$ cat src/prrs_pkg.sv
// ----------------------------------------------------------------------------
// prrs_pkg
// shared types and constants of the priority round-robin scheduler
// ----------------------------------------------------------------------------
package prrs_pkg;

  localparam int MAX_THREADS = 16;
  localparam int IDX_W       = $clog2(MAX_THREADS);
  localparam int CNT_W       = $clog2(MAX_THREADS + 1);
  localparam int QUEUE_DEPTH = 2;
  localparam int QPTR_W      = $clog2(QUEUE_DEPTH);
  localparam int QCNT_W      = $clog2(QUEUE_DEPTH + 1);

  localparam int CFG_IDX_W   = 8;
  localparam int CFG_DATA_W  = 16;

  localparam logic [CFG_IDX_W-1:0] CFG_SCHED_ENABLE = 8'd0;
  localparam logic [CFG_IDX_W-1:0] CFG_TIME_QUANTUM = 8'd1;

  localparam logic [15:0] DEFAULT_QUANTUM = 16'd100;

  typedef enum logic {
    REQ_ADD  = 1'b0,
    REQ_TICK = 1'b1
  } req_kind_t;

  // input tdata layout, lowest bits last in the list
  typedef struct packed {
    logic [31:0] now_ticks;
    logic [7:0]  thread_priority;
    logic [7:0]  thread_id;
  } in_data_t;

  localparam int S_DATA_W = $bits(in_data_t);

  typedef struct packed {
    req_kind_t   kind;
    logic [7:0]  thread_id;
    logic [7:0]  thread_priority;
    logic [31:0] now_ticks;
  } req_t;

  // output tdata layout, padded to two bytes
  typedef struct packed {
    logic [4:0] pad;
    logic       table_full;
    logic       switched;
    logic       current_valid;
    logic [7:0] current_id;
  } out_data_t;

  localparam int M_DATA_W = $bits(out_data_t);

  typedef struct packed {
    logic [7:0] prio;
    logic [7:0] id;
  } entry_t;

  localparam int ENTRY_W = $bits(entry_t);

  // cyclic successor of a table index
  function automatic logic [IDX_W-1:0] next_idx(input logic [IDX_W-1:0] idx,
                                                input logic [CNT_W-1:0] cnt);
    logic [CNT_W-1:0] inc;
    inc = CNT_W'(idx) + CNT_W'(1);
    return (inc >= cnt) ? '0 : inc[IDX_W-1:0];
  endfunction

endpackage

$ cat src/prrs_ram.sv
// ----------------------------------------------------------------------------
// prrs_ram
// generic single-write, single-read ram with registered read data
// ----------------------------------------------------------------------------
module prrs_ram #(
  parameter int WIDTH = 16,
  parameter int DEPTH = 16
) (
  input  logic                     clk,
  input  logic                     we,
  input  logic [$clog2(DEPTH)-1:0] waddr,
  input  logic [WIDTH-1:0]         wdata,
  input  logic [$clog2(DEPTH)-1:0] raddr,
  output logic [WIDTH-1:0]         rdata
);

  logic [WIDTH-1:0] mem [DEPTH];

  always_ff @(posedge clk) begin
    if (we) begin
      mem[waddr] <= wdata;
    end
    rdata <= mem[raddr];
  end

endmodule

$ cat src/prrs_front.sv
// ----------------------------------------------------------------------------
// prrs_front
// accepts request transactions, decodes them and queues them for the back end
// ----------------------------------------------------------------------------
module prrs_front (
  input  logic                            clk,
  input  logic                            rst,
  input  logic                            s_axis_tvalid,
  output logic                            s_axis_tready,
  input  logic [prrs_pkg::S_DATA_W-1:0]   s_axis_tdata,
  input  logic [0:0]                      s_axis_tuser,
  output logic                            q_valid,
  output prrs_pkg::req_t                  q_req,
  input  logic                            q_pop
);
  import prrs_pkg::*;

  req_t               slots [QUEUE_DEPTH];
  logic [QPTR_W-1:0]  wr_ptr;
  logic [QPTR_W-1:0]  rd_ptr;
  logic [QCNT_W-1:0]  fill;
  logic               push;
  logic               pop;
  in_data_t           din;
  req_t               dec;

  assign s_axis_tready = (fill < QCNT_W'(QUEUE_DEPTH));
  assign push          = s_axis_tvalid && s_axis_tready;
  assign q_valid       = (fill != '0);
  assign pop           = q_pop && q_valid;
  assign q_req         = slots[rd_ptr];

  // classify the transaction
  always_comb begin
    din                 = in_data_t'(s_axis_tdata);
    dec.kind            = req_kind_t'(s_axis_tuser[0]);
    dec.thread_id       = din.thread_id;
    dec.thread_priority = din.thread_priority;
    dec.now_ticks       = din.now_ticks;
  end

  always_ff @(posedge clk) begin
    if (push) begin
      slots[wr_ptr] <= dec;
    end
  end

  always_ff @(posedge clk) begin
    if (rst) begin
      wr_ptr <= '0;
      rd_ptr <= '0;
      fill   <= '0;
    end else begin
      if (push) begin
        wr_ptr <= (wr_ptr == QPTR_W'(QUEUE_DEPTH - 1)) ? '0 : wr_ptr + QPTR_W'(1);
      end
      if (pop) begin
        rd_ptr <= (rd_ptr == QPTR_W'(QUEUE_DEPTH - 1)) ? '0 : rd_ptr + QPTR_W'(1);
      end
      if (push && !pop) begin
        fill <= fill + QCNT_W'(1);
      end else if (pop && !push) begin
        fill <= fill - QCNT_W'(1);
      end
    end
  end

endmodule

$ cat src/prrs_back.sv
// ----------------------------------------------------------------------------
// prrs_back
// thread table, scheduling decision, table walk and result register
// ----------------------------------------------------------------------------
module prrs_back (
  input  logic                              clk,
  input  logic                              rst,
  input  logic                              q_valid,
  input  prrs_pkg::req_t                    q_req,
  output logic                              q_pop,
  input  logic                              cfg_valid,
  output logic                              cfg_ready,
  input  logic [prrs_pkg::CFG_IDX_W-1:0]    cfg_index,
  input  logic [prrs_pkg::CFG_DATA_W-1:0]   cfg_data,
  output logic                              m_axis_tvalid,
  input  logic                              m_axis_tready,
  output logic [prrs_pkg::M_DATA_W-1:0]     m_axis_tdata
);
  import prrs_pkg::*;

  typedef enum logic [3:0] {
    ST_IDLE  = 4'b0001,
    ST_READ  = 4'b0010,
    ST_CHECK = 4'b0100,
    ST_DONE  = 4'b1000
  } state_t;

  state_t           state;
  logic             sched_enable;
  logic [15:0]      time_quantum;
  logic [CNT_W-1:0] entry_count;
  logic [IDX_W-1:0] current_index;
  logic [IDX_W-1:0] walk_index;
  logic [7:0]       cur_id;
  logic [7:0]       cur_prio;
  logic [7:0]       max_prio;
  logic [31:0]      resume_time;
  logic [31:0]      walk_now;
  out_data_t        res;

  logic             ram_we;
  entry_t           ram_wdata;
  entry_t           ram_rdata;
  logic [ENTRY_W-1:0] ram_rbits;
  logic [31:0]      elapsed;
  logic             consider;
  logic             is_full;
  logic             load_out;

  assign cfg_ready = 1'b1;
  assign q_pop     = (state == ST_IDLE) && q_valid;
  assign is_full   = (entry_count == CNT_W'(MAX_THREADS));
  assign elapsed   = q_req.now_ticks - resume_time;
  assign consider  = sched_enable && (entry_count >= CNT_W'(2)) &&
                     ((elapsed > {16'd0, time_quantum}) || (max_prio > cur_prio));
  assign load_out  = (state == ST_DONE) && (!m_axis_tvalid || m_axis_tready);
  assign ram_we    = q_pop && (q_req.kind == REQ_ADD) && !is_full;
  assign ram_wdata = '{prio: q_req.thread_priority, id: q_req.thread_id};
  assign ram_rdata = entry_t'(ram_rbits);

  prrs_ram #(
    .WIDTH (ENTRY_W),
    .DEPTH (MAX_THREADS)
  ) u_table (
    .clk   (clk),
    .we    (ram_we),
    .waddr (entry_count[IDX_W-1:0]),
    .wdata (ram_wdata),
    .raddr (walk_index),
    .rdata (ram_rbits)
  );

  // configuration registers
  always_ff @(posedge clk) begin
    if (rst) begin
      sched_enable <= 1'b0;
      time_quantum <= DEFAULT_QUANTUM;
    end else if (cfg_valid) begin
      if (cfg_index == CFG_SCHED_ENABLE) begin
        sched_enable <= cfg_data[0];
      end else if (cfg_index == CFG_TIME_QUANTUM) begin
        time_quantum <= cfg_data[15:0];
      end
    end
  end

  always_ff @(posedge clk) begin
    if (rst) begin
      state         <= ST_IDLE;
      entry_count   <= '0;
      current_index <= '0;
      walk_index    <= '0;
      cur_id        <= '0;
      cur_prio      <= '0;
      max_prio      <= '0;
      resume_time   <= '0;
      m_axis_tvalid <= 1'b0;
    end else begin
      if (load_out) begin
        m_axis_tvalid <= 1'b1;
      end else if (m_axis_tready) begin
        m_axis_tvalid <= 1'b0;
      end
      unique case (state)
        ST_IDLE: begin
          if (q_valid) begin
            res.pad <= '0;
            if (q_req.kind == REQ_ADD) begin
              res.switched <= 1'b0;
              res.current_valid <= 1'b1;
              if (is_full) begin
                res.table_full <= 1'b1;
                res.current_id <= cur_id;
              end else begin
                res.table_full <= 1'b0;
                entry_count    <= entry_count + CNT_W'(1);
                if (entry_count == '0) begin
                  current_index  <= '0;
                  cur_id         <= q_req.thread_id;
                  cur_prio       <= q_req.thread_priority;
                  max_prio       <= q_req.thread_priority;
                  res.current_id <= q_req.thread_id;
                end else begin
                  res.current_id <= cur_id;
                  if (q_req.thread_priority > max_prio) begin
                    max_prio <= q_req.thread_priority;
                  end
                end
              end
              state <= ST_DONE;
            end else begin
              res.table_full    <= 1'b0;
              res.switched      <= 1'b0;
              res.current_id    <= cur_id;
              res.current_valid <= (entry_count != '0);
              if (consider) begin
                walk_index <= next_idx(current_index, entry_count);
                walk_now   <= q_req.now_ticks;
                state      <= ST_READ;
              end else begin
                state <= ST_DONE;
              end
            end
          end
        end
        ST_READ: begin
          state <= ST_CHECK;
        end
        ST_CHECK: begin
          if (ram_rdata.prio >= cur_prio) begin
            // the walk stops at the current entry at the latest
            if (walk_index != current_index) begin
              current_index  <= walk_index;
              cur_id         <= ram_rdata.id;
              cur_prio       <= ram_rdata.prio;
              resume_time    <= walk_now;
              res.current_id <= ram_rdata.id;
              res.switched   <= 1'b1;
            end
            state <= ST_DONE;
          end else begin
            walk_index <= next_idx(walk_index, entry_count);
            state      <= ST_READ;
          end
        end
        ST_DONE: begin
          if (load_out) begin
            state <= ST_IDLE;
          end
        end
        default: begin
          state <= ST_IDLE;
        end
      endcase
    end
  end

  always_ff @(posedge clk) begin
    if (load_out) begin
      m_axis_tdata <= res;
    end
  end

endmodule

$ cat src/priority_round_robin_scheduler.sv
// flow: an add, or a tick that leaves the schedule alone, goes from the idle state to the done
//   state and, once the output is free, loads m_axis_tdata and raises m_axis_tvalid; a tick that
//   walks the table first visits up to MAX_THREADS entries, each with one table read and one compare
// the back end handles one request at a time
// reset: synchronous active-high rst empties the table, clears the queue and output,
//   disables scheduling and restores the default quantum of 100
// ----------------------------------------------------------------------------
// priority_round_robin_scheduler
// thread table with round-robin selection among threads of at least the
// current priority, switching on quantum expiry or a higher-priority thread
// ----------------------------------------------------------------------------
module priority_round_robin_scheduler (
  input  logic                              clk,
  input  logic                              rst,
  // request stream
  input  logic                              s_axis_tvalid,
  output logic                              s_axis_tready,
  // [7:0] thread_id, [15:8] thread_priority, [47:16] now_ticks
  input  logic [prrs_pkg::S_DATA_W-1:0]     s_axis_tdata,
  // [0] req_type (0 add thread, 1 scheduler tick)
  input  logic [0:0]                        s_axis_tuser,
  // result stream
  output logic                              m_axis_tvalid,
  input  logic                              m_axis_tready,
  // [7:0] current_id, [8] current_valid, [9] switched, [10] table_full, [15:11] zero
  output logic [prrs_pkg::M_DATA_W-1:0]     m_axis_tdata,
  // register writes: index 0 sched_enable, index 1 time_quantum
  input  logic                              cfg_valid,
  output logic                              cfg_ready,
  input  logic [prrs_pkg::CFG_IDX_W-1:0]    cfg_index,
  input  logic [prrs_pkg::CFG_DATA_W-1:0]   cfg_data
);
  import prrs_pkg::*;

  // decoded requests waiting for the back end
  logic q_valid;
  logic q_pop;
  req_t q_req;

  // front end: takes a transaction whenever the two-entry queue has room,
  // so it keeps accepting while a result waits on the output
  prrs_front u_front (
    .clk           (clk),
    .rst           (rst),
    .s_axis_tvalid (s_axis_tvalid),
    .s_axis_tready (s_axis_tready),
    .s_axis_tdata  (s_axis_tdata),
    .s_axis_tuser  (s_axis_tuser),
    .q_valid       (q_valid),
    .q_req         (q_req),
    .q_pop         (q_pop)
  );

  // back end: owns the table, the current thread and the output register;
  // one request at a time, the walk reads one table entry and then compares it, entry by entry
  prrs_back u_back (
    .clk           (clk),
    .rst           (rst),
    .q_valid       (q_valid),
    .q_req         (q_req),
    .q_pop         (q_pop),
    .cfg_valid     (cfg_valid),
    .cfg_ready     (cfg_ready),
    .cfg_index     (cfg_index),
    .cfg_data      (cfg_data),
    .m_axis_tvalid (m_axis_tvalid),
    .m_axis_tready (m_axis_tready),
    .m_axis_tdata  (m_axis_tdata)
  );

endmodule

$ cat config.mk
export PLATFORM = sky130hd
export DESIGN_NAME = priority_round_robin_scheduler
export DESIGN_NICKNAME = d
export VERILOG_FILES = /design/src/prrs_pkg.sv /design/src/prrs_ram.sv /design/src/prrs_front.sv /design/src/prrs_back.sv /design/src/priority_round_robin_scheduler.sv
export SDC_FILE = /design/constraint.sdc
export NUM_CORES = 1
export LEC_CHECK = 0
export ABC_AREA = 1
export BUFFER_PORTS_ARGS = -buffer_cell sky130_fd_sc_hd__buf_4
export CORE_UTILIZATION = 60
export CTS_BUF_LIST = sky130_fd_sc_hd__clkbuf_8
export DETAILED_ROUTE_END_ITERATION = 10
export HOLD_SLACK_MARGIN = 0.15
export PLACE_DENSITY_LB_ADDON = 0.1
export REMOVE_ABC_BUFFERS = 1
export SKIP_CTS_REPAIR_TIMING = 1
export SLEW_MARGIN = 10
export SYNTH_ARGS = -nofsm -noshare
export SYNTH_HDL_FRONTEND = slang
export SYNTH_SLANG_ARGS = --single-unit
$ cat constraint.sdc
create_clock -name clk -period 12.2 [get_ports clk]
set_input_delay 2.44 -clock clk [delete_from_list [all_inputs] [get_ports clk]]
set_output_delay 2.44 -clock clk [all_outputs]
set_load 0.01 [all_outputs]
==> results.tsv <==
stage	metric	value	unit
synthesis	Synth warnings	0	
synthesis	Synth Flop Type	edfxtp_1	
power	Pwr Density	228	nW/µm²
min_path	hold path cells	0	
grt	GRT Util Overall	0.283	
setup_path	CP Max Fanout	42	
cts	clock sink count	520	
floorplanning	Core Box Area	38600	µm²
sta	Slew HR	0.252	
final_layout	area delta synth->final	11.7	%
grt	vias in the first global route	15600	
synthesis	largest cells by area after synthesis	edfxtp_1 52%, dfxtp_1 9.6%, nand2_1 6.3%	
setup_path	reg2reg setup slack	6.91	ns
cts	CTS tree	done	
sta	RSZ-0062 raised after global routing	false	
sta	worst slew pin tran	1.12	ns
setup_path	slowest stage cell, crit path	dfxtp_2	
grt	GR Overflow Total	0	
setup_path	critical path class	register to register	
sta	Fin Setup TNS	0	ns
run	Max Cap Violations	0	
synthesis	Post-Synthesis Cells	2278	
floorplanning	Std-Cell Rows	72	
grt	first-pass GRT wire length	85.2	mm
sta	Worst Hold Margin	0.418	ns
setup_path	cell mode on critical path	nand2_1	
min_path	HP Start	u_back.res[1]	
synthesis	Seq/Total Area, Yosys	0.619	
floorplanning	die extent in y	200	µm
synthesis	register bit count reported by yosys	520	
routing	Detail Route Antenna Nets	0	
cts	H-tree levels	3	
cts	Worst-Skew Late Latency	0.65	ns
floorplanning	IO Pins	97	
sta	Final min period	5.29	ns
sta	fmax	189	MHz
setup_path	Arr. time, crit path	5.57	ns
routing	Detailed Route WL	55.7	mm
min_path	hold endpoint	u_back.m_axis_tdata[1]	
synthesis	Avg Cell Area, Syn	10.3	µm²
sta	endpoints failing hold	0	
grt	largest net degree at the start of global routing	91	
final_layout	Inserted Diodes	0	
floorplanning	die area	39800	µm²
final_layout	# fillers	3040	
routing	vias	16600	
setup_path	CP Buf/Inv Count	3	
synthesis	Unique masters post-synth	49	
routing	DRC	0	
placement	hpwl dp	34.8	mm
final_layout	most frequent cells in the layout	408 x edfxtp_1, 395 x nand2_1, 286 x inv_1, 246 x nor2_1, 242 x o21ai_0	
routing	1st-pass router iterations	5	
power	worst vdd ir	0.000129	V
cts	Clock Pin Slew Worst Setup and Hold Paths	0.06	ns
final_layout	# nets final	2563	
status	outcome	finished, final reports clean	
synthesis	Synth area leader	edfxtp_1	
setup_path	Worst EP required	12.48	ns
routing	WL/cell	18.7	µm
routing	iteration-0 DRC count of the detailed router	1428	
sta	final setup vio count	0	
setup_path	CP startpoint kind	register	
sta	Layout Skew	0.0242	ns
grt	initial antenna violation count	0	
cts	Bufs on Longest Clock Path	3	
min_path	Worst Hold Class	register to register	
setup_path	worst flop-to-flop path endpoint	u_back.walk_now[22]	
sta	fin. max-slew vios	0	
routing	via-per-instance ratio	5.59	
setup_path	family with the most delay on the worst path	simple AND/OR/NAND/NOR gates	
setup_path	worst reg2reg path depth	28	
synthesis	Yosys top cell area share	0.523	
synthesis	Mapped Area	23400	µm²
placement	GP Congestion	0.915	
sta	period utilisation layout	0.434	
cts	cts bufs inserted	85	
setup_path	CP Capture Type	register	
power	Lkg Pwr	0.0105	µW
synthesis	number of enable flip-flop cells after synthesis	408	
floorplanning	Initial Utilization	0.607	
final_layout	share of cells above drive strength 1	0.128	
synthesis	Synth async-reset ratio	0	
floorplanning	Die X	200	µm
final_layout	most common cell after layout, fill and taps aside	edfxtp_1	
cts	Root Buffer	clkbuf_8	
setup_path	Worst path max stage delay	0.61	ns
placement	Port Buf Inserts	90	
kinds of logic (layout without fill, tap and decap cells):
family                     count (synthesis)  in the layout  share of synthesized area
other                                      2              6                   0.000321
DFF                                      520            520                      0.619
and+or+nand+nor                          740            740                      0.128
muxes                                     44             44                     0.0212
adders and majority gates                 91             91                     0.0489
AOI/OAI and AO/OA                        497            497                      0.114
buffers and inverters                    360            538                     0.0595
xor gates and xnor gates                  24             24                    0.00898
power breakdown:
part           internal, µW  total, µW  switching (µW)  leakage (µW)
Clock                   713       1380             670      0.000928
Sequential             2220       2330             108       0.00462
Combinational           734       2250            1520       0.00491
worst max path at each step:
stage / endpoint / cells after the start
global placement: u_back.walk_now[29] / 28
global route: u_back.walk_now[30] / 28
floorplan: u_back.walk_now[0] / 24
detailed placement: u_back.walk_now[30] / 28
CTS: u_back.walk_now[30] / 28
finish: u_back.walk_now[22] / 28
state kept, by name, indices dropped and copies added, names as in the netlist, 11 cells and up, named ones only:
name	count
u_back.walk_now	32
u_back.time_quantum	16
u_back.u_table.mem	256
u_back.u_table.rdata	16
u_front.slots	98
u_back.m_axis_tdata	11
u_back.res	11
u_back.resume_time	32
area by class of cell:
cell class	instances	area [µm²]	share of cell area
sequential	520	14500	0.554
inverter	266	1000	0.0382
clock buffer	95	1310	0.0500
timing repair buffer	119	893	0.0341
tap	518	648	0.0248
multi-input combinational	1402	7570	0.289
clock inverter	58	246	0.00942
metrics by stage:
stage | total power (µW) | utilization | std cells | worst slack [ns] | cell area (µm²)
floorplan | 3890 | - | 2188 | 4.73 | 23000
global placement | 4520 | 0.638 | 2825 | 7.15 | 24600
detailed placement | 4580 | 0.638 | 2825 | 6.94 | 24600
CTS | 5970 | 0.679 | 2978 | 6.92 | 26200
global route | 6350 | 0.679 | 2978 | 6.63 | 26200
finish | 5960 | 0.679 | 2978 | 6.91 | 26200
per-layer routing:
metal,GRT usage,part of all wire,vias up
li1,-,-,8036
met1,0.419,0.46,7884
met2,0.430,0.45,639
met3,0.0535,0.078,81
met4,0.0735,0.017,0
met5,0,0,-
Yosys cell counts (44+ instances only):
cell type / count
a21oi_1: 130
clkbuf_1: 72
dfxtp_1: 112
edfxtp_1: 408
ha_1: 90
inv_1: 254
mux2_2: 44
nand2_1: 395
nand3_1: 49
nor2_1: 248
o21ai_0: 243
o22ai_1: 76
Power figures use the tool's default switching activity.
